===== config.mk =====
export PLATFORM = sky130hd
export DESIGN_NAME = i2c_slave_double_buffer
export DESIGN_NICKNAME = d
export VERILOG_FILES = /design/src/rtl/core/i2csdb_pkg.sv /design/src/rtl/core/i2c_slave_double_buffer.sv /design/src/rtl/core/i2csdb_front.sv /design/src/rtl/core/i2csdb_queue.sv /design/src/rtl/core/i2csdb_back.sv
export SDC_FILE = /design/constraint.sdc
export NUM_CORES = 1
export LEC_CHECK = 0
export BUFFER_PORTS_ARGS = -buffer_cell sky130_fd_sc_hd__buf_2
export CAP_MARGIN = 20
export CORE_MARGIN = 3
export CORE_UTILIZATION = 62
export DETAILED_ROUTE_END_ITERATION = 7
export HOLD_SLACK_MARGIN = 0.05
export PLACE_DENSITY_LB_ADDON = 0.25
export REMOVE_ABC_BUFFERS = 1
export SKIP_CTS_REPAIR_TIMING = 1
export SLEW_MARGIN = 20
export SYNTH_ARGS = -nofsm -noshare
export SYNTH_HDL_FRONTEND = slang
export SYNTH_SLANG_ARGS = --single-unit
export TNS_END_PERCENT = 10

===== constraint.sdc =====
create_clock -name i_clk -period 4.2 [get_ports i_clk]
set_clock_uncertainty 0.2 [all_clocks]
set_input_delay 0.84 -clock i_clk [delete_from_list [all_inputs] [get_ports i_clk]]
set_output_delay 0.84 -clock i_clk [all_outputs]
set_load 0.005 [all_outputs]

===== src/rtl/core/i2csdb_pkg.sv =====
// ============================================================================
// I2C slave double buffer - shared definitions
// Depths, derived widths, bus status codes, item kinds and the command
// word passed from the classifier through the queue to the executor.
// ============================================================================
package i2csdb_pkg;

    // Buffer depths and derived widths
    localparam int TX_DEPTH = 16;
    localparam int RX_DEPTH = 16;
    localparam int TX_IW    = (TX_DEPTH > 1) ? $clog2(TX_DEPTH) : 1;
    localparam int RX_IW    = (RX_DEPTH > 1) ? $clog2(RX_DEPTH) : 1;
    localparam int TX_PW    = $clog2(TX_DEPTH + 1);
    localparam int RX_PW    = $clog2(RX_DEPTH + 1);

    // Item kinds
    localparam logic [1:0] KIND_BUS   = 2'd0;
    localparam logic [1:0] KIND_TX_WR = 2'd1;
    localparam logic [1:0] KIND_RX_RD = 2'd2;

    // TWI status codes (low three bits masked off)
    localparam logic [7:0] STATUS_MASK      = 8'hF8;
    localparam logic [7:0] ST_SR_SLA_ACK    = 8'h60;
    localparam logic [7:0] ST_SR_ARB_SLA    = 8'h68;
    localparam logic [7:0] ST_SR_GCALL_ACK  = 8'h70;
    localparam logic [7:0] ST_SR_ARB_GCALL  = 8'h78;
    localparam logic [7:0] ST_SR_DATA_ACK   = 8'h80;
    localparam logic [7:0] ST_SR_DATA_NACK  = 8'h88;
    localparam logic [7:0] ST_SR_GDATA_ACK  = 8'h90;
    localparam logic [7:0] ST_SR_GDATA_NACK = 8'h98;
    localparam logic [7:0] ST_SR_STOP       = 8'hA0;
    localparam logic [7:0] ST_ST_SLA_ACK    = 8'hA8;
    localparam logic [7:0] ST_ST_ARB_SLA    = 8'hB0;
    localparam logic [7:0] ST_ST_DATA_ACK   = 8'hB8;
    localparam logic [7:0] ST_ST_DATA_NACK  = 8'hC0;
    localparam logic [7:0] ST_ST_LAST_ACK   = 8'hC8;
    localparam logic [7:0] ST_BUS_ERROR     = 8'h00;

    typedef enum logic [3:0] {
        OP_NONE,
        OP_RD_ADDR,
        OP_TX_DATA,
        OP_TX_END,
        OP_WR_ADDR,
        OP_RX_ACK,
        OP_RX_NACK,
        OP_STOP,
        OP_BUS_ERR,
        OP_USER_WR,
        OP_USER_RD
    } t_op;

    typedef logic [TX_IW-1:0] t_tx_idx;
    typedef logic [RX_IW-1:0] t_rx_idx;
    typedef logic [TX_PW-1:0] t_tx_pos;
    typedef logic [RX_PW-1:0] t_rx_pos;

    typedef struct packed {
        t_op        op;
        logic [7:0] data;    // bus byte or user byte
        logic [3:0] index;
        logic       last;
        logic       idx_ok;  // index within the addressed buffer
    } t_cmd;

endpackage


===== src/rtl/core/i2c_slave_double_buffer.sv =====
// ============================================================================
// I2C slave double buffer - top level
// Buffer controller for an I2C slave: double-buffered transmit store and
// a receive store, driven by bus status events and user accesses.
// ============================================================================
// Usage:
//   Input channel (i_valid / o_ready) carries one word per item: a bus
//   status event (TWI status code plus received byte), a user write into
//   the shadow transmit half, or a user read of the receive store.
//   Output channel (o_valid / i_ready) returns exactly one result word per
//   input word, in order: byte to send, ack enable after the item, data
//   ready flag before the item, and the byte read by the user.
//   A word accepted on the input is first registered in the command queue,
//   and its result is then registered in the output register.
//   Throughput: one word per cycle while results are taken, set by the
//   executor and the one-port-per-cycle use of each store.
//   Stall: the result sits in the output register; new words keep flowing
//   into the two-entry command queue, and o_ready drops once it is full.
//   Reset (i_rst_n low, synchronous): flags, positions, queue and output
//   register clear, ack enable comes up set, the first transmit half is
//   active. Store contents are undefined until written.
// ============================================================================
module i2c_slave_double_buffer (
    input  logic       i_clk,
    input  logic       i_rst_n,
    // input channel
    input  logic       i_valid,
    output logic       o_ready,
    input  logic [1:0] i_kind,
    input  logic [7:0] i_status_code,
    input  logic [7:0] i_bus_byte,
    input  logic [3:0] i_index,
    input  logic [7:0] i_user_byte,
    input  logic       i_last,
    // output channel
    output logic       o_valid,
    input  logic       i_ready,
    output logic [7:0] o_tx_byte,
    output logic       o_ack_enable,
    output logic       o_data_ready,
    output logic [7:0] o_read_byte
);

    i2csdb_pkg::t_cmd w_front_cmd;
    i2csdb_pkg::t_cmd w_q_cmd;
    logic             w_push;
    logic             w_q_full;
    logic             w_q_valid;
    logic             w_pop;

    // classify incoming words
    i2csdb_front u_front (
        .i_valid       (i_valid),
        .o_ready       (o_ready),
        .i_kind        (i_kind),
        .i_status_code (i_status_code),
        .i_bus_byte    (i_bus_byte),
        .i_index       (i_index),
        .i_user_byte   (i_user_byte),
        .i_last        (i_last),
        .i_q_full      (w_q_full),
        .o_push        (w_push),
        .o_cmd         (w_front_cmd)
    );

    // decouples acceptance from execution
    i2csdb_queue u_queue (
        .i_clk       (i_clk),
        .i_rst_n     (i_rst_n),
        .i_push      (w_push),
        .i_cmd       (w_front_cmd),
        .o_full      (w_q_full),
        .i_pop       (w_pop),
        .o_cmd_valid (w_q_valid),
        .o_cmd       (w_q_cmd)
    );

    // state, stores and output register
    i2csdb_back u_back (
        .i_clk        (i_clk),
        .i_rst_n      (i_rst_n),
        .i_cmd_valid  (w_q_valid),
        .i_cmd        (w_q_cmd),
        .o_pop        (w_pop),
        .o_valid      (o_valid),
        .i_ready      (i_ready),
        .o_tx_byte    (o_tx_byte),
        .o_ack_enable (o_ack_enable),
        .o_data_ready (o_data_ready),
        .o_read_byte  (o_read_byte)
    );

endmodule


===== src/rtl/core/i2csdb_front.sv =====
// ============================================================================
// I2C slave double buffer - front classifier
// Decodes each incoming word into a command and pushes it into the queue.
// ============================================================================
module i2csdb_front (
    input  logic              i_valid,
    output logic              o_ready,
    input  logic [1:0]        i_kind,
    input  logic [7:0]        i_status_code,
    input  logic [7:0]        i_bus_byte,
    input  logic [3:0]        i_index,
    input  logic [7:0]        i_user_byte,
    input  logic              i_last,
    input  logic              i_q_full,
    output logic              o_push,
    output i2csdb_pkg::t_cmd  o_cmd
);

    logic [7:0] w_status;

    assign w_status = i_status_code & i2csdb_pkg::STATUS_MASK;
    assign o_ready  = !i_q_full;
    assign o_push   = i_valid && !i_q_full;

    always_comb begin
        o_cmd.op     = i2csdb_pkg::OP_NONE;
        o_cmd.data   = (i_kind == i2csdb_pkg::KIND_BUS) ? i_bus_byte : i_user_byte;
        o_cmd.index  = i_index;
        o_cmd.last   = i_last;
        o_cmd.idx_ok = 1'b0;
        unique case (i_kind)
            i2csdb_pkg::KIND_BUS: begin
                unique case (w_status) inside
                    i2csdb_pkg::ST_ST_SLA_ACK, i2csdb_pkg::ST_ST_ARB_SLA:
                        o_cmd.op = i2csdb_pkg::OP_RD_ADDR;
                    i2csdb_pkg::ST_ST_DATA_ACK:
                        o_cmd.op = i2csdb_pkg::OP_TX_DATA;
                    i2csdb_pkg::ST_ST_DATA_NACK, i2csdb_pkg::ST_ST_LAST_ACK:
                        o_cmd.op = i2csdb_pkg::OP_TX_END;
                    i2csdb_pkg::ST_SR_SLA_ACK, i2csdb_pkg::ST_SR_ARB_SLA,
                    i2csdb_pkg::ST_SR_GCALL_ACK, i2csdb_pkg::ST_SR_ARB_GCALL:
                        o_cmd.op = i2csdb_pkg::OP_WR_ADDR;
                    i2csdb_pkg::ST_SR_DATA_ACK, i2csdb_pkg::ST_SR_GDATA_ACK:
                        o_cmd.op = i2csdb_pkg::OP_RX_ACK;
                    i2csdb_pkg::ST_SR_DATA_NACK, i2csdb_pkg::ST_SR_GDATA_NACK:
                        o_cmd.op = i2csdb_pkg::OP_RX_NACK;
                    i2csdb_pkg::ST_SR_STOP:
                        o_cmd.op = i2csdb_pkg::OP_STOP;
                    i2csdb_pkg::ST_BUS_ERROR:
                        o_cmd.op = i2csdb_pkg::OP_BUS_ERR;
                    default:
                        o_cmd.op = i2csdb_pkg::OP_NONE;
                endcase
            end
            i2csdb_pkg::KIND_TX_WR: begin
                o_cmd.op     = i2csdb_pkg::OP_USER_WR;
                o_cmd.idx_ok = int'(i_index) < i2csdb_pkg::TX_DEPTH;
            end
            i2csdb_pkg::KIND_RX_RD: begin
                o_cmd.op     = i2csdb_pkg::OP_USER_RD;
                o_cmd.idx_ok = int'(i_index) < i2csdb_pkg::RX_DEPTH;
            end
            default: o_cmd.op = i2csdb_pkg::OP_NONE;
        endcase
    end

endmodule


===== src/rtl/core/i2csdb_queue.sv =====
// ============================================================================
// I2C slave double buffer - command queue
// Two-entry FIFO between the classifier and the executor.
// ============================================================================
module i2csdb_queue (
    input  logic              i_clk,
    input  logic              i_rst_n,
    input  logic              i_push,
    input  i2csdb_pkg::t_cmd  i_cmd,
    output logic              o_full,
    input  logic              i_pop,
    output logic              o_cmd_valid,
    output i2csdb_pkg::t_cmd  o_cmd
);

    i2csdb_pkg::t_cmd r_entry [2];
    logic             r_wptr;
    logic             r_rptr;
    logic [1:0]       r_count;

    assign o_full      = (r_count == 2'd2);
    assign o_cmd_valid = (r_count != 2'd0);
    assign o_cmd       = r_entry[r_rptr];

    always_ff @(posedge i_clk) begin
        if (!i_rst_n) begin
            r_wptr  <= 1'b0;
            r_rptr  <= 1'b0;
            r_count <= 2'd0;
        end else begin
            if (i_push) r_wptr <= ~r_wptr;
            if (i_pop)  r_rptr <= ~r_rptr;
            case ({i_push, i_pop})
                2'b10:   r_count <= r_count + 2'd1;
                2'b01:   r_count <= r_count - 2'd1;
                default: r_count <= r_count;
            endcase
        end
    end

    // payload, no reset
    always_ff @(posedge i_clk) begin
        if (i_push) r_entry[r_wptr] <= i_cmd;
    end

endmodule


===== src/rtl/core/i2csdb_back.sv =====
// ============================================================================
// I2C slave double buffer - executor
// Holds the buffer state and both stores, carries out one command per cycle
// unless stalled, and keeps the result in an output register until taken.
// ============================================================================
module i2csdb_back (
    input  logic              i_clk,
    input  logic              i_rst_n,
    input  logic              i_cmd_valid,
    input  i2csdb_pkg::t_cmd  i_cmd,
    output logic              o_pop,
    output logic              o_valid,
    input  logic              i_ready,
    output logic [7:0]        o_tx_byte,
    output logic              o_ack_enable,
    output logic              o_data_ready,
    output logic [7:0]        o_read_byte
);

    // stores, no reset
    logic [7:0] r_tx_mem [2][i2csdb_pkg::TX_DEPTH];
    logic [7:0] r_rx_mem [i2csdb_pkg::RX_DEPTH];

    // control state
    logic                r_half,   n_half;
    logic                r_swap,   n_swap;
    logic                r_busy,   n_busy;
    i2csdb_pkg::t_tx_pos r_tx_pos, n_tx_pos;
    i2csdb_pkg::t_rx_pos r_rx_pos, n_rx_pos;
    logic                r_ready,  n_ready;
    logic                r_ack,    n_ack;

    // output register
    logic       r_out_valid;
    logic       r_tx_sel;
    logic       r_rd_sel;
    logic       r_ack_q;
    logic       r_rdy_q;
    logic [7:0] r_tx_q;
    logic [7:0] r_rx_q;

    logic                w_adv;
    logic                w_is_send;
    logic                w_do_swap;
    logic                w_half_eff;
    i2csdb_pkg::t_tx_pos w_pos0;
    i2csdb_pkg::t_tx_pos w_pos_clamp;
    i2csdb_pkg::t_tx_pos w_pos1;
    i2csdb_pkg::t_tx_idx w_tx_rd_idx;
    logic                w_rx_room;
    i2csdb_pkg::t_rx_pos w_rx_inc;
    logic                w_rx_store;

    assign w_adv = i_cmd_valid && (!r_out_valid || i_ready);
    assign o_pop = w_adv;

    assign w_is_send  = (i_cmd.op == i2csdb_pkg::OP_RD_ADDR) ||
                        (i_cmd.op == i2csdb_pkg::OP_TX_DATA);
    assign w_do_swap  = (i_cmd.op == i2csdb_pkg::OP_RD_ADDR) && r_swap && !r_busy;
    assign w_half_eff = r_half ^ w_do_swap;

    // address ack restarts at position zero; position saturates at depth
    assign w_pos0      = (i_cmd.op == i2csdb_pkg::OP_RD_ADDR) ? '0 : r_tx_pos;
    assign w_pos_clamp = (w_pos0 > i2csdb_pkg::TX_PW'(i2csdb_pkg::TX_DEPTH - 1)) ?
                         i2csdb_pkg::TX_PW'(i2csdb_pkg::TX_DEPTH - 1) : w_pos0;
    assign w_pos1      = (w_pos0 < i2csdb_pkg::TX_PW'(i2csdb_pkg::TX_DEPTH)) ?
                         w_pos0 + i2csdb_pkg::TX_PW'(1) : w_pos0;
    assign w_tx_rd_idx = i2csdb_pkg::t_tx_idx'(w_pos_clamp);

    assign w_rx_room  = r_rx_pos < i2csdb_pkg::RX_PW'(i2csdb_pkg::RX_DEPTH);
    assign w_rx_inc   = w_rx_room ? r_rx_pos + i2csdb_pkg::RX_PW'(1) : r_rx_pos;
    assign w_rx_store = ((i_cmd.op == i2csdb_pkg::OP_RX_ACK) ||
                         (i_cmd.op == i2csdb_pkg::OP_RX_NACK)) && w_rx_room;

    always_comb begin
        n_half   = r_half;
        n_swap   = r_swap;
        n_busy   = r_busy;
        n_tx_pos = r_tx_pos;
        n_rx_pos = r_rx_pos;
        n_ready  = r_ready;
        n_ack    = r_ack;
        if (w_adv) begin
            unique case (i_cmd.op) inside
                i2csdb_pkg::OP_RD_ADDR, i2csdb_pkg::OP_TX_DATA: begin
                    if (w_do_swap) begin
                        n_half = ~r_half;
                        n_swap = 1'b0;
                    end
                    n_tx_pos = w_pos1;
                    if (w_pos1 == i2csdb_pkg::TX_PW'(i2csdb_pkg::TX_DEPTH)) n_ack = 1'b0;
                end
                i2csdb_pkg::OP_TX_END, i2csdb_pkg::OP_BUS_ERR: begin
                    n_ack = 1'b1;
                end
                i2csdb_pkg::OP_WR_ADDR: begin
                    n_ready  = 1'b0;
                    n_rx_pos = '0;
                    if (i2csdb_pkg::RX_DEPTH == 1) n_ack = 1'b0;
                end
                i2csdb_pkg::OP_RX_ACK: begin
                    n_rx_pos = w_rx_inc;
                    // drop ack one byte before the buffer fills
                    if (w_rx_inc == i2csdb_pkg::RX_PW'(i2csdb_pkg::RX_DEPTH - 1)) n_ack = 1'b0;
                end
                i2csdb_pkg::OP_RX_NACK: begin
                    n_rx_pos = w_rx_inc;
                    n_ready  = 1'b1;
                end
                i2csdb_pkg::OP_STOP: begin
                    n_ready = 1'b1;
                end
                i2csdb_pkg::OP_USER_WR: begin
                    n_swap = 1'b1;
                    n_busy = !i_cmd.last;
                end
                i2csdb_pkg::OP_USER_RD: begin
                    if (i_cmd.last && r_ready) begin
                        n_ready = 1'b0;
                        n_ack   = 1'b1;
                    end
                end
                default: ;
            endcase
        end
    end

    always_ff @(posedge i_clk) begin
        if (!i_rst_n) begin
            r_half      <= 1'b0;
            r_swap      <= 1'b0;
            r_busy      <= 1'b0;
            r_tx_pos    <= '0;
            r_rx_pos    <= '0;
            r_ready     <= 1'b0;
            r_ack       <= 1'b1;
            r_out_valid <= 1'b0;
            r_tx_sel    <= 1'b0;
            r_rd_sel    <= 1'b0;
            r_ack_q     <= 1'b0;
            r_rdy_q     <= 1'b0;
        end else begin
            r_half   <= n_half;
            r_swap   <= n_swap;
            r_busy   <= n_busy;
            r_tx_pos <= n_tx_pos;
            r_rx_pos <= n_rx_pos;
            r_ready  <= n_ready;
            r_ack    <= n_ack;
            if (w_adv) begin
                r_out_valid <= 1'b1;
                r_tx_sel    <= w_is_send;
                r_rd_sel    <= (i_cmd.op == i2csdb_pkg::OP_USER_RD) && i_cmd.idx_ok;
                r_ack_q     <= n_ack;
                r_rdy_q     <= r_ready;
            end else if (i_ready) begin
                r_out_valid <= 1'b0;
            end
        end
    end

    // transmit store: user writes the shadow half, bus reads the active half
    always_ff @(posedge i_clk) begin
        if (w_adv && (i_cmd.op == i2csdb_pkg::OP_USER_WR) && i_cmd.idx_ok) begin
            r_tx_mem[~r_half][i2csdb_pkg::t_tx_idx'(i_cmd.index)] <= i_cmd.data;
        end
        if (w_adv && w_is_send) begin
            r_tx_q <= r_tx_mem[w_half_eff][w_tx_rd_idx];
        end
    end

    // receive store
    always_ff @(posedge i_clk) begin
        if (w_adv && w_rx_store) begin
            r_rx_mem[i2csdb_pkg::t_rx_idx'(r_rx_pos)] <= i_cmd.data;
        end
        if (w_adv && (i_cmd.op == i2csdb_pkg::OP_USER_RD) && i_cmd.idx_ok) begin
            r_rx_q <= r_rx_mem[i2csdb_pkg::t_rx_idx'(i_cmd.index)];
        end
    end

    assign o_valid      = r_out_valid;
    assign o_tx_byte    = r_tx_sel ? r_tx_q : 8'h00;
    assign o_read_byte  = r_rd_sel ? r_rx_q : 8'h00;
    assign o_ack_enable = r_ack_q;
    assign o_data_ready = r_rdy_q;

    a_tx_pos_range: assert property (@(posedge i_clk) disable iff (!i_rst_n)
        r_tx_pos <= i2csdb_pkg::TX_PW'(i2csdb_pkg::TX_DEPTH))
        else $error("tx position past depth");

    a_rx_pos_range: assert property (@(posedge i_clk) disable iff (!i_rst_n)
        r_rx_pos <= i2csdb_pkg::RX_PW'(i2csdb_pkg::RX_DEPTH))
        else $error("rx position past depth");

    a_read_release: assert property (@(posedge i_clk) disable iff (!i_rst_n)
        (w_adv && (i_cmd.op == i2csdb_pkg::OP_USER_RD) && i_cmd.last && r_ready)
        |=> (r_ack && !r_ready && r_ack_q))
        else $error("final user read did not release the buffer");

    a_stall_hold: assert property (@(posedge i_clk) disable iff (!i_rst_n)
        (r_out_valid && !i_ready) |=> (r_out_valid && $stable(r_tx_q) && $stable(r_rx_q)))
        else $error("result changed while stalled");

endmodule


# Word-level counts from Yosys, hierarchy flattened
# Memories as Yosys holds them, arrays and structs flattened. A register that Yosys moved wholly into a read port is not among the register bits.
# Index checks and enable logic that the tools add are counted.
# op_classes
add_sub_neg	4
bitwise_logic	6
reduce_logical	45
n_mux	36
n_eq_ne	33
magnitude_cmp	6
# ops
op	n
2-to-1 mux 128 bit	1
equality test 5 bit, second input constant	11
2-to-1 mux 8 bit	6
binary-select mux 8 bit (select 4 bit)	1
demux 8 bit (select 4 bit)	1
one-hot mux 4 bit (8 select lines)	1
equality test 5 x 4 -> 1 bit, second input constant	5
OR reduction 2 bit	9
equality test 4 x 3 -> 1 bit, second input constant	4
2-to-1 mux 1 bit	16
2-to-1 mux 5 bit	3
logical AND 1 bit	14
equality test 4 bit, second input constant	3
one-hot mux 4 bit (3 select lines)	1
adder 5 x 1 -> 5 bit, second input constant	2
greater-or-equal comparator 5 bit, second input constant	2
< comparator 5 bit, second input constant	2
inverter 4 -> 5 bit	2
one-hot mux 5 bit (2 select lines)	1
nonzero test 2 bit	5
AND reduction 3 bit	3
equality test 4 x 2 -> 1 bit, second input constant	2
logical NOT 8 bit	1
equality test 2 bit, second input constant	3
other kinds (20)	31
# word_totals
n_memories	3
out_inout_bits	20
regBits	32
elab_cells	149
mem_bits_rw	420
# memory_table
name	depth	word_bits	rd	rd_clocked_by_memory_dff	write_ports	line	rtl
u_back.r_tx_mem	2	128	1	0	1	i2csdb_back.sv:21	logic [7:0] r_tx_mem [2][i2csdb_pkg::TX_DEPTH];
u_back.r_rx_mem	16	8	1	1	1	i2csdb_back.sv:22	logic [7:0] r_rx_mem [i2csdb_pkg::RX_DEPTH];
u_queue.r_entry	2	18	1	1	1	i2csdb_queue.sv:16	i2csdb_pkg::t_cmd r_entry [2];

# Logic depth before layout (Yosys ltp)
# Gate-level depths: netlist of the first run.
# logic_depth
depth_word	8
depth_mapped	13

# Hierarchy
# Synthesis of the first run repeated with hierarchy kept, for this count alone.
# unflattened
hier_cells	1279
area_unflattened_um2	19009.5
# modules_own_cells
module	n_inst	cells_each	area_per_inst_um2	seq_area_each_um2
i2csdb_back	1	1161	17187.7	12411.9
i2csdb_queue	1	78	1515.2	1181.1
i2csdb_front	1	40	306.5	0.0

# Worst setup path before layout of the first run
# No wires, ideal clock.
# synth_path
path_type	input-to-reg
from	in i_ready
to	mem u_back.r_rx_mem[3][0] (enable)
t_arrival_ns	2.710
slack_ns	0.906
setup_ns	0.383
path_stages	7
cell_sequence	nor2b_1 > or2_2 > clkbuf_1 > or3_1 > nor2_2 > nand2_1 > nor3_1
# synth_via
elab_chain_len	5
# synth_rtl
element	line	rtl
start: declaration	i2c_slave_double_buffer.sv:37	input logic i_ready,
logical OR 1 bit	i2csdb_back.sv:54	assign w_adv = i_cmd_valid && (!r_out_valid || i_ready);
logical AND 1 bit	i2csdb_back.sv:54	
logical AND 1 bit	i2csdb_back.sv:174	if (w_adv && w_rx_store) begin
2-to-1 mux 1 bit	i2csdb_back.sv:174	
2-to-1 mux 1 bit (not written as such)	i2csdb_back.sv:175	r_rx_mem[i2csdb_pkg::t_rx_idx'(r_rx_pos)] <= i_cmd.data;
end: declaration	i2csdb_back.sv:22	
# Every way passes these cells.

==> results_dict.tcl, run 1 <==
set metrics [dict create \
    status "completed" \
    grt_use_total_pct 27.11 \
    syn_to_final_growth_pct 12.53 \
    cts_buffer_depth 3 \
    antenna_found_initial 1 \
    grt_pass1_wl_um 70730 \
    final_area_mm2 0.02245 \
    ys_ff_latch 461 \
    syn_area_mm2 0.01995 \
    crit_fanout 50 \
    drt_pre_antenna_iters 6 \
    avgRoutedWirePerCell_um 23.95 \
    ys_seq_area_share_pct 68.15 \
    required_ns 4.28 \
    gp_congestion 0.8293 \
    nets 1540 \
    dpl.cell_count 1849 \
    final_cell_mix "436 x edfxtp_1, 171 x nand2_1, 78 x nor2_1" \
    port_buffers 51 \
    dp_hpwl_um 27740 \
    via_count 12790 \
    avgSynthCellArea_um2 14.11 \
    endpoint_kind "flip-flop" \
    dpl-instance-area_mm2 0.02089 \
    tightest_slew_ns 1.079 \
    antenna_cells 0 \
    cts_sinks 461 \
    synthArstFlopShare_pct 0 \
    wl_um 46380 \
    ios 55 \
    htreeDepth 2 \
    via_per_inst 6.607 \
    power_density_mw_per_mm2 499.2 \
    max-cap-violations 0 \
    synthCells 1414 \
    die_area_mm2 0.03436 \
    whs_endpoint "u_back.o_data_ready" \
    ir_worst_vdd_mv 0.3859 \
    core_mm2 0.03164 \
    rr_endpoint "u_back.r_tx_q[7]" \
    fmax_mhz 260.2 \
    ff2ff_path_depth 7 \
    report.final.slew_viol_count 0 \
    overflow 0 \
    maxSlewHeadroom_pct 28.07 \
    cts_tree "done" \
    cp.arrival_ns 3.92 \
    r2r_slack_ns 0.36 \
    hold_viol_final 0 \
    yosysWarnings 0 \
    synth_edf_count 436 \
    drive_above_1_share_pct 18.19 \
    drt_iter0_drc 1841 \
    fin_cells 1936 \
    grt_pass1_vias 12450 \
    worstHoldStart "u_back.o_data_ready" \
    worstSkewPairLatency_ns 0.55 \
    die_y_um 185.4 \
    rows 65 \
    min_period_ns 3.843 \
    fin_total_pwr_mw 11.20 \
    synth_cell_types 72 \
    utilization_pct 70.95 \
    synth_flop_cell "edfxtp_1" \
    hold_depth 2 \
    grt_max_degree 80 \
    setup_viol 0 \
    die_w_um 185.4 \
    crit_type "flip-flop to flip-flop" \
    final_antenna_net_count 0 \
    route.detailed.drc 0 \
    layout_commonest_cell "edfxtp_1" \
    crit_path_start_kind "flip-flop" \
    cts_root_buf "clkbuf_16" \
    numCtsBuffers 46 \
    min_period_over_period_pct 91.51 \
    hold_path_class "flip-flop to flip-flop" \
    path_clk_slew_ns 0.06 \
    rsz0062_at_grt "no" \
    initial_core_util_pct 63.05 \
    power.leakage_nw 7.730 \
]
==> critical path, stage by stage, from the launching register on <==
cell and delay [ns]:
dfxtp_1 0.47, nor3_4 0.40, nand4b_4 0.43, nand3_2 0.43
nand2_4 0.40, a2111oi_0 0.84, or4_1 0.26, a22oi_1 0.10
==> layout make-up <==
type	instances	area, µm²
sequential	461	13590
fill	2014	9190
clock buffer	57	1256
timing repair buffer	124	860.8
multi-input combinational	847	5911
clock inverter	29	261.5
inverter	16	60.06
tap	402	503.0
==> state kept, by name, summed over array words and instances (netlist names), named ones only <==
register and count:
u_back.r_half 1, u_back.r_tx_pos 5, u_back.r_swap 1, u_back.r_rx_mem 128, u_back.r_busy 1, u_back.r_rx_q 8
u_back.o_valid 1, u_back.r_tx_q 8, u_back.r_rd_sel 1, u_queue.r_entry 36, u_back.o_data_ready 1, u_queue.r_rptr 1
u_queue.r_count 2, u_back.r_tx_mem 256, u_back.r_tx_sel 1, u_back.r_rx_pos 5, u_back.r_ack 1, u_back.r_ready 1
u_queue.r_wptr 1, u_back.o_ack_enable 1
==> metrics by stage <==
step	hold WS [ns]	worst slack, ns	setup TNS [ns]
finish	0.2608	0.3566	0
global route	0.2713	0.2207	0
CTS	0.2665	0.2204	0
detailed placement	0.2605	0.3016	0
global placement	0.2536	0.4124	0
floorplan	0.2409	-0.7232	-83.22
==> cells by family (layout without fill, tap and decap cells) <==
| group | after synthesis | after routing | synth area share (%) |
|---|---|---|---|
| DFF | 461 | 461 | 68.15 |
| muxes | 86 | 86 | 6.561 |
| xor gates and xnor gates | 9 | 9 | 0.3952 |
| and+or+nand+nor | 438 | 438 | 10.78 |
| AOI/OAI and AO/OA | 305 | 305 | 11.00 |
| buffers and inverters | 106 | 226 | 2.559 |
| adders and majority gates | 9 | 9 | 0.5646 |
==> worst max-delay path by stage <==
stage	start	end	slack [ns]	depth (start not counted)
3_3_place_gp	flip-flop	u_back.r_tx_q[2]	0.41	12
4_1_cts	flip-flop	u_back.r_tx_q[2]	0.22	12
3_5_place_dp	flip-flop	u_back.r_tx_q[2]	0.30	12
5_1_grt	flip-flop	u_back.r_tx_q[2]	0.22	7
2_1_floorplan	u_back.r_half	u_back.r_tx_q[0]	-0.72	6
6_report	flip-flop	u_back.r_tx_q[7]	0.36	7
==> metal layers <==
metal	vias up	share of wire [%]	global-route usage [%]
li1	5703	-	-
met1	6347	39	37.91
met2	641	49	44.40
met3	100	9.0	4.733
met4	0	2.8	8.193
met5	-	0	0
==> cells in the mapped netlist, types with 5 or more instances <==
cell type    n  area share (%)
edfxtp_1   436              66
nand2_1    171             3.2
nor2_1      78             1.5
a211oi_1    67             2.5
clkbuf_1    55             1.0
o21ai_0     54             1.4
and3_1      49             1.5
a22oi_1     33             1.2
mux4_2      32             3.6
nand3_1     31            0.78
and2_1      30            0.94
a21oi_1     28            0.70
mux2i_1     27             1.4
dfxtp_1     25             2.5
mux2_2      25             1.4
a211o_1     22            0.97
buf_2       18            0.45
inv_1       13            0.24
nand4_1     13            0.41
nor3_1      13            0.33
a31oi_1     12            0.38
nor2b_1     11            0.35
a311oi_1    10            0.44
buf_4       10            0.38
ha_1         9            0.56
o2111ai_1    9            0.40
or4_1        9            0.34
a2111oi_0    8            0.35
o221a_2      8            0.45
o31ai_1      8            0.30
or3_1        8            0.25
xnor2_1      8            0.35
a32oi_1      7            0.31
buf_6        7            0.40
a21boi_0     6            0.23
a21boi_1     5            0.19
o21a_1       5            0.19
==> power by group <==
part           total [mW]  switching [mW]  internal [mW]
Sequential           5.55          0.0735           5.48
Combinational        1.57            1.07          0.508
Clock                4.08            1.65           2.43
Power figures use the tool's default switching activity.
==> inputs of run 2 (changes only) <==
--- a/config.mk
+++ b/config.mk
@@ -11,11 +11,12 @@
 export CORE_UTILIZATION = 62
 export DETAILED_ROUTE_END_ITERATION = 7
 export HOLD_SLACK_MARGIN = 0.05
-export PLACE_DENSITY_LB_ADDON = 0.25
+export PLACE_DENSITY = 0.79
 export REMOVE_ABC_BUFFERS = 1
 export SKIP_CTS_REPAIR_TIMING = 1
 export SLEW_MARGIN = 20
 export SYNTH_ARGS = -nofsm -noshare
 export SYNTH_HDL_FRONTEND = slang
+export SYNTH_HIERARCHICAL = 1
 export SYNTH_SLANG_ARGS = --single-unit
 export TNS_END_PERCENT = 10
==> run 2 against run 1 <==
  * Combinational power about the same
  * Via count shrank 11%
  * Worst hold slack improved by 0.034 ns
  * First-iteration DRC count shrank 25%
  * Core utilization up 0.20 points
  * Clock power shrank 2%
  * Global-route usage decreased by 1.7 points
  * Highest routed layer unchanged
  * Cell area decreased by 5.1%
  * Worst setup slack got worse by 0.20 ns
  * Largest power group unchanged
  * Largest cell class unchanged
  * Final cell count decreased by 7.8%
  * Fmax shrank 4.9%
  * Synthesized cell count fell by 9.5%
==> results_dict.tcl, run 2 <==
set metrics [dict create \
    yosysWarnings 6 \
    rows 63 \
    final_cell_mix "436 x edfxtp_1, 185 x nand2_1, 79 x nor2_1" \
    initial_core_util_pct 63.46 \
    tightest_slew_ns 1.144 \
    dpl-instance-area_mm2 0.01980 \
    fin_tns_setup_ns 0 \
    avgSynthCellArea_um2 14.86 \
    avgRoutedWirePerCell_um 23.54 \
    min_period_over_period_pct 96.21 \
    die_w_um 181.1 \
    synth_edf_count 436 \
    overflow 0 \
    fin_hold_ws_ns 0.2944 \
    grt_use_total_pct 25.40 \
    maxSlewHeadroom_pct 23.74 \
    synthCells 1279 \
    hold_viol_final 0 \
    status "completed" \
    required_ns 4.28 \
    die_y_um 181.1 \
    core_mm2 0.02995 \
    wl_um 42010 \
    rsz0062_at_grt "no" \
    yosys.area.top_type "edfxtp_1" \
    layout_commonest_cell "edfxtp_1" \
    synth_area_leaders "edfxtp_1 69%, mux4_2 4.7%, nand2_1 3.7%" \
    synth_cell_types 60 \
    hold_path_class "flip-flop to flip-flop" \
    synth_flop_cell "edfxtp_1" \
    grt_pass1_vias 11520 \
    antenna_cells 0 \
    dp_hpwl_um 24080 \
    crit_fanout 22 \
    fin_cells 1785 \
    grt_max_degree 77 \
    power.leakage_nw 7.267 \
    synth.most_common_cell "edfxtp_1" \
    via_count 11420 \
    die_area_mm2 0.03280 \
    power_density_mw_per_mm2 521.0 \
    cts_sinks 461 \
    fmax_mhz 247.5 \
    port_buffers 51 \
    antenna_found_initial 0 \
    htreeDepth 2 \
    path_clk_slew_ns 0.06 \
    grt_pass1_wl_um 64500 \
    syn_area_mm2 0.01901 \
    seq_area_mm2 0.01359 \
    nets 1404 \
    cts_root_buf "clkbuf_16" \
    synth_common_cells "436 x edfxtp_1, 185 x nand2_1, 80 x nor2_1" \
    syn_to_final_growth_pct 12.11 \
    ys_ff_latch 461 \
    gp_congestion 0.8456 \
    numCtsBuffers 45 \
    multi_input_area_mm2 0.004942 \
    fin_total_pwr_mw 11.10 \
    largest_registers "u_back/r_tx_mem: 256 flops, u_back/r_rx_mem: 128 flops, u_queue/r_entry: 36 flops" \
    final_area_mm2 0.02131 \
    dpl.cell_count 1702 \
    final.fill_count 1873 \
    ios 55 \
    cp.arrival_ns 4.12 \
    cts_buffer_depth 3 \
    setup_viol 0 \
    ir_worst_vdd_mv 0.5546 \
    largest_reg_flops 256 \
    report.final.slew_viol_count 0 \
    ys_seq_area_share_pct 71.51 \
    route.detailed.drc 0 \
    via_per_inst 6.400 \
    worstSkewPairLatency_ns 0.55 \
    drt_iter0_drc 1387 \
    max-cap-violations 0 \
    final_antenna_net_count 0 \
    drt_pre_antenna_iters 5 \
    synthArstFlopShare_pct 0 \
    cts_tree "done" \
    crit_path_start_kind "flip-flop" \
    drive_above_1_share_pct 18.35 \
    largest_register "u_back/r_tx_mem" \
    synth_top_area_share_pct 68.87 \
    endpoint_kind "flip-flop" \
    min_period_ns 4.041 \
    crit_type "flip-flop to flip-flop" \
]
## run 2: through the flow
step                      worst slack [ns]  utilization (%)
final                               0.1590            71.15
after global routing               0.05516            71.15
after CTS                         -0.07066            71.02
after detailed placement          -0.04398            66.11
after global placement             0.06838            66.09
after floorplan                     -1.210                -
## run 2: path summary, 6_finish.rpt
check	cells past startpoint	from	to	slack, ns
setup / recovery	12	flip-flop	u_back/r_tx_q[2]	0.16
hold / removal	2	u_queue/r_count[1]	u_queue/r_count[1]	0.29
setup reg to reg	12	flip-flop	u_back/r_tx_q[2]	0.16
hold reg to reg	2	u_queue/r_count[1]	u_queue/r_count[1]	0.29
## run 2: layer usage
layer	vias up	part of all wire, %	track usage [%]	routed length (µm)
li1	5050	-	-	-
met1	5651	38	34.27	15960
met2	607	49	42.19	20710
met3	116	8.8	3.886	3702
met4	0	3.9	10.15	1634
met5	-	0	0	0
## run 2: worst max-delay path, cell delays in order, from the launching register on
cell	delay, ns
dfxtp_1	0.39
buf_4	0.20
mux2_2	0.44
or4b_4	0.43
nand2_1	0.12
ha_1	0.23
buf_4	0.18
nor2_1	0.57
a31oi_1	0.22
nor4b_2	0.25
buf_4	0.16
a31oi_1	0.27
nand3_1	0.13
## run 2: report_power, final
| part | switching (mW) | total (mW) | internal [mW] |
|---|---|---|---|
| clock network | 1.63 | 4.01 | 2.38 |
| logic | 1.04 | 1.56 | 0.522 |
| registers | 0.0527 | 5.53 | 5.48 |
| total | 2.72 | 11.1 | 8.38 |
## run 2: layout make-up
cell class              instances  area share, %
repair buffers                112          3.558
clock buffers                  58          5.613
clock inverters                24          1.286
well taps                     390          2.290
multi-input cells             724          23.19
flip-flops and latches        461          63.78
inverters                      16         0.2818
## run 2: cell families after synthesis
family | after synthesis | synth area share (%)
buf+inv | 94 | 2.606
flops | 461 | 71.51
mux | 93 | 7.701
compound gates | 149 | 5.509
simple gates | 467 | 11.81
fa+ha+maj | 9 | 0.5924
xor+xnor | 6 | 0.2764
==> inputs of run 3 (changes only) <==
--- a/config.mk
+++ b/config.mk
@@ -8,10 +8,10 @@
 export BUFFER_PORTS_ARGS = -buffer_cell sky130_fd_sc_hd__buf_2
 export CAP_MARGIN = 20
 export CORE_MARGIN = 3
-export CORE_UTILIZATION = 62
+export CORE_UTILIZATION = 35
+export CTS_CLUSTER_SIZE = 16
 export DETAILED_ROUTE_END_ITERATION = 7
 export HOLD_SLACK_MARGIN = 0.05
-export PLACE_DENSITY = 0.79
 export REMOVE_ABC_BUFFERS = 1
 export SKIP_CTS_REPAIR_TIMING = 1
 export SLEW_MARGIN = 20
==> run 3 against run 2 <==
  * Clock power fell by 3%
  * Core utilization fell by 30 points
  * Non-clock buffer count rose by 1
  * Global-route usage fell by 10 points
  * Sequential share of layout area fell by 1.0 points
  * Clock-buffer cell count rose by 10
  * Combinational power barely moved
  * Via count fell by 3.8%
  * Highest routed layer unchanged
==> results_dict.tcl, run 3 (same netlist as run 2, synthesis figures left out) <==
set metrics [dict create \
    min_period_over_period_pct 90.56 \
    report.final.slew_viol_count 0 \
    layout_commonest_cell "edfxtp_1" \
    cp.depth 10 \
    numCtsBuffers 48 \
    power_density_mw_per_mm2 507.2 \
    wl_um 43180 \
    rsz0062_at_grt "no" \
    ir_worst_vdd_mv 0.4355 \
    die_area_mm2 0.05714 \
    worstSkewPairLatency_ns 0.58 \
    antenna_found_initial 0 \
    cts_root_buf "clkbuf_16" \
    power.leakage_nw 7.263 \
    hold_depth 1 \
    dpl-instance-area_mm2 0.02020 \
    avgRoutedWirePerCell_um 20.68 \
    overflow 0 \
    core_mm2 0.05318 \
    largest_register "u_back/r_tx_mem" \
    via_per_inst 5.263 \
    crit_buf_inv 0 \
    drt_iter0_drc 1021 \
    seqPwrFrac_pct 50.4 \
    final_cell_mix "436 x edfxtp_1, 185 x nand2_1, 79 x nor2_1" \
    largest_registers "u_back/r_tx_mem: 256 flops, u_back/r_rx_mem: 128 flops, u_queue/r_entry: 36 flops" \
    clkPwrFrac_pct 35.4 \
    p_int_mw 8.188 \
    drt_pre_antenna_iters 5 \
    dp_hpwl_um 26170 \
    crit_fanout 15 \
    crit_top_cell "a31oi_1" \
    die_w_um 239.1 \
    cts_sinks 461 \
    dpl.cell_count 2002 \
    endpoint_kind "flip-flop" \
    path_clk_slew_ns 0.06 \
    crit_slowest_cell "or4b_4" \
    route.detailed.drc 0 \
    die_y_um 239.1 \
    htreeDepth 2 \
    rows 84 \
    grt_pass1_wl_um 65580 \
    r2r_slack_ns 0.40 \
    gp_congestion 0.8176 \
    port_buffers 51 \
    fmax_mhz 262.9 \
    worst_slack_ns 0.3965 \
    status "completed" \
    fin_cells 2088 \
    tightest_slew_ns 1.136 \
    syn_to_final_growth_pct 13.90 \
    rr_endpoint "u_back/r_tx_q[1]" \
    cts_buffer_depth 3 \
    nets 1408 \
    utilization_pct 40.71 \
    grt_use_total_pct 15.14 \
    grt_max_degree 89 \
    dp_slack_ns 0.4394 \
    ff2ff_path_depth 10 \
    power_frac_comb_pct 14.3 \
    crit_path_cell_trace "mux2_2 -> or4b_4 -> nand2_1 -> ha_1 -> o21bai_1 -> nor3_1 -> a31oi_1 -> nor4b_1 -> a31oi_1 -> nand3_1" \
    cp_top_family "simple AND/OR/NAND/NOR gates" \
    crit_path_start_kind "flip-flop" \
    cts_tree "done" \
    fin_tns_setup_ns 0 \
    antenna_cells 0 \
    whs_endpoint "u_queue/r_entry[0][3]" \
    initial_core_util_pct 35.74 \
    hold_viol_final 0 \
    slowest_delay_ns 0.67 \
    p_sw_share_pct 25.45 \
    max-cap-violations 0 \
    crit_type "flip-flop to flip-flop" \
    hold_path_class "input port to flip-flop" \
    switching_power_mw 2.795 \
    final_area_mm2 0.02165 \
    setup_viol 0 \
    grt_pass1_vias 10950 \
    final_antenna_net_count 0 \
    worstHoldStart "i_index[1]" \
    maxSlewHeadroom_pct 24.29 \
    required_ns 4.45 \
    ios 55 \
    min_period_ns 3.803 \
    cp.arrival_ns 4.05 \
    largest_reg_flops 256 \
    via_count 10990 \
    drive_above_1_share_pct 18.14 \
]
==> run 3: cell count changes in the layout (fill, tap and decap cells not counted), sizes merged <==
cell,previous run,this run
bufinv,6,0
clkinvlp,1,0
clkinv,17,18
buf,112,113
clkbuf,58,68
==> run 3: power groups by stage <==
stage / clock network [mW] / registers (mW) / logic (mW)
4_1_cts: 3.98 / 5.54 / 1.57
3_3_place_gp: 0 / 5.63 / 1.53
5_1_grt: 4.17 / 5.54 / 1.70
2_1_floorplan: 0 / 5.61 / 0.940
3_5_place_dp: 0 / 5.63 / 1.57
6_report: 3.88 / 5.53 / 1.57
==> run 3: layout make-up <==
cell class	instances	area (µm²)
fillers	4897	31530
flip-flops and latches	461	13590
multi-input cells	724	4946
clock buffers	68	1318
well taps	688	860.8
repair buffers	113	758.2
clock inverters	18	116.4
inverters	16	60.06
==> run 3: through the flow <==
step / power (mW) / hold slack, ns
after global placement: 7.155 / 0.2538
after CTS: 11.09 / 0.2070
after detailed placement: 7.202 / 0.2736
after floorplan: 6.550 / 0.2599
after global routing: 11.41 / 0.2275
final: 10.98 / 0.2466
==> run 3: metal layers <==
layer  vias to the layer above  track usage [%]  part of all wire, %
li1                       5056                -                    -
met1                      5552            20.65                   44
met2                       309            24.98                   48
met5                         -                0                    0
met3                        73            2.411                  5.4
met4                         0            4.765                  2.3
==> run 3: worst max path at each step <==
stage,start,end,slack (ns)
global route,flip-flop,u_back/r_tx_q[0],0.26
CTS,flip-flop,u_back/r_tx_q[1],0.41
detailed placement,flip-flop,u_back/r_tx_q[0],0.44
global placement,flip-flop,u_back/r_tx_q[3],0.40
floorplan,flip-flop,u_back/r_tx_q[5],-1.21
finish,flip-flop,u_back/r_tx_q[1],0.40
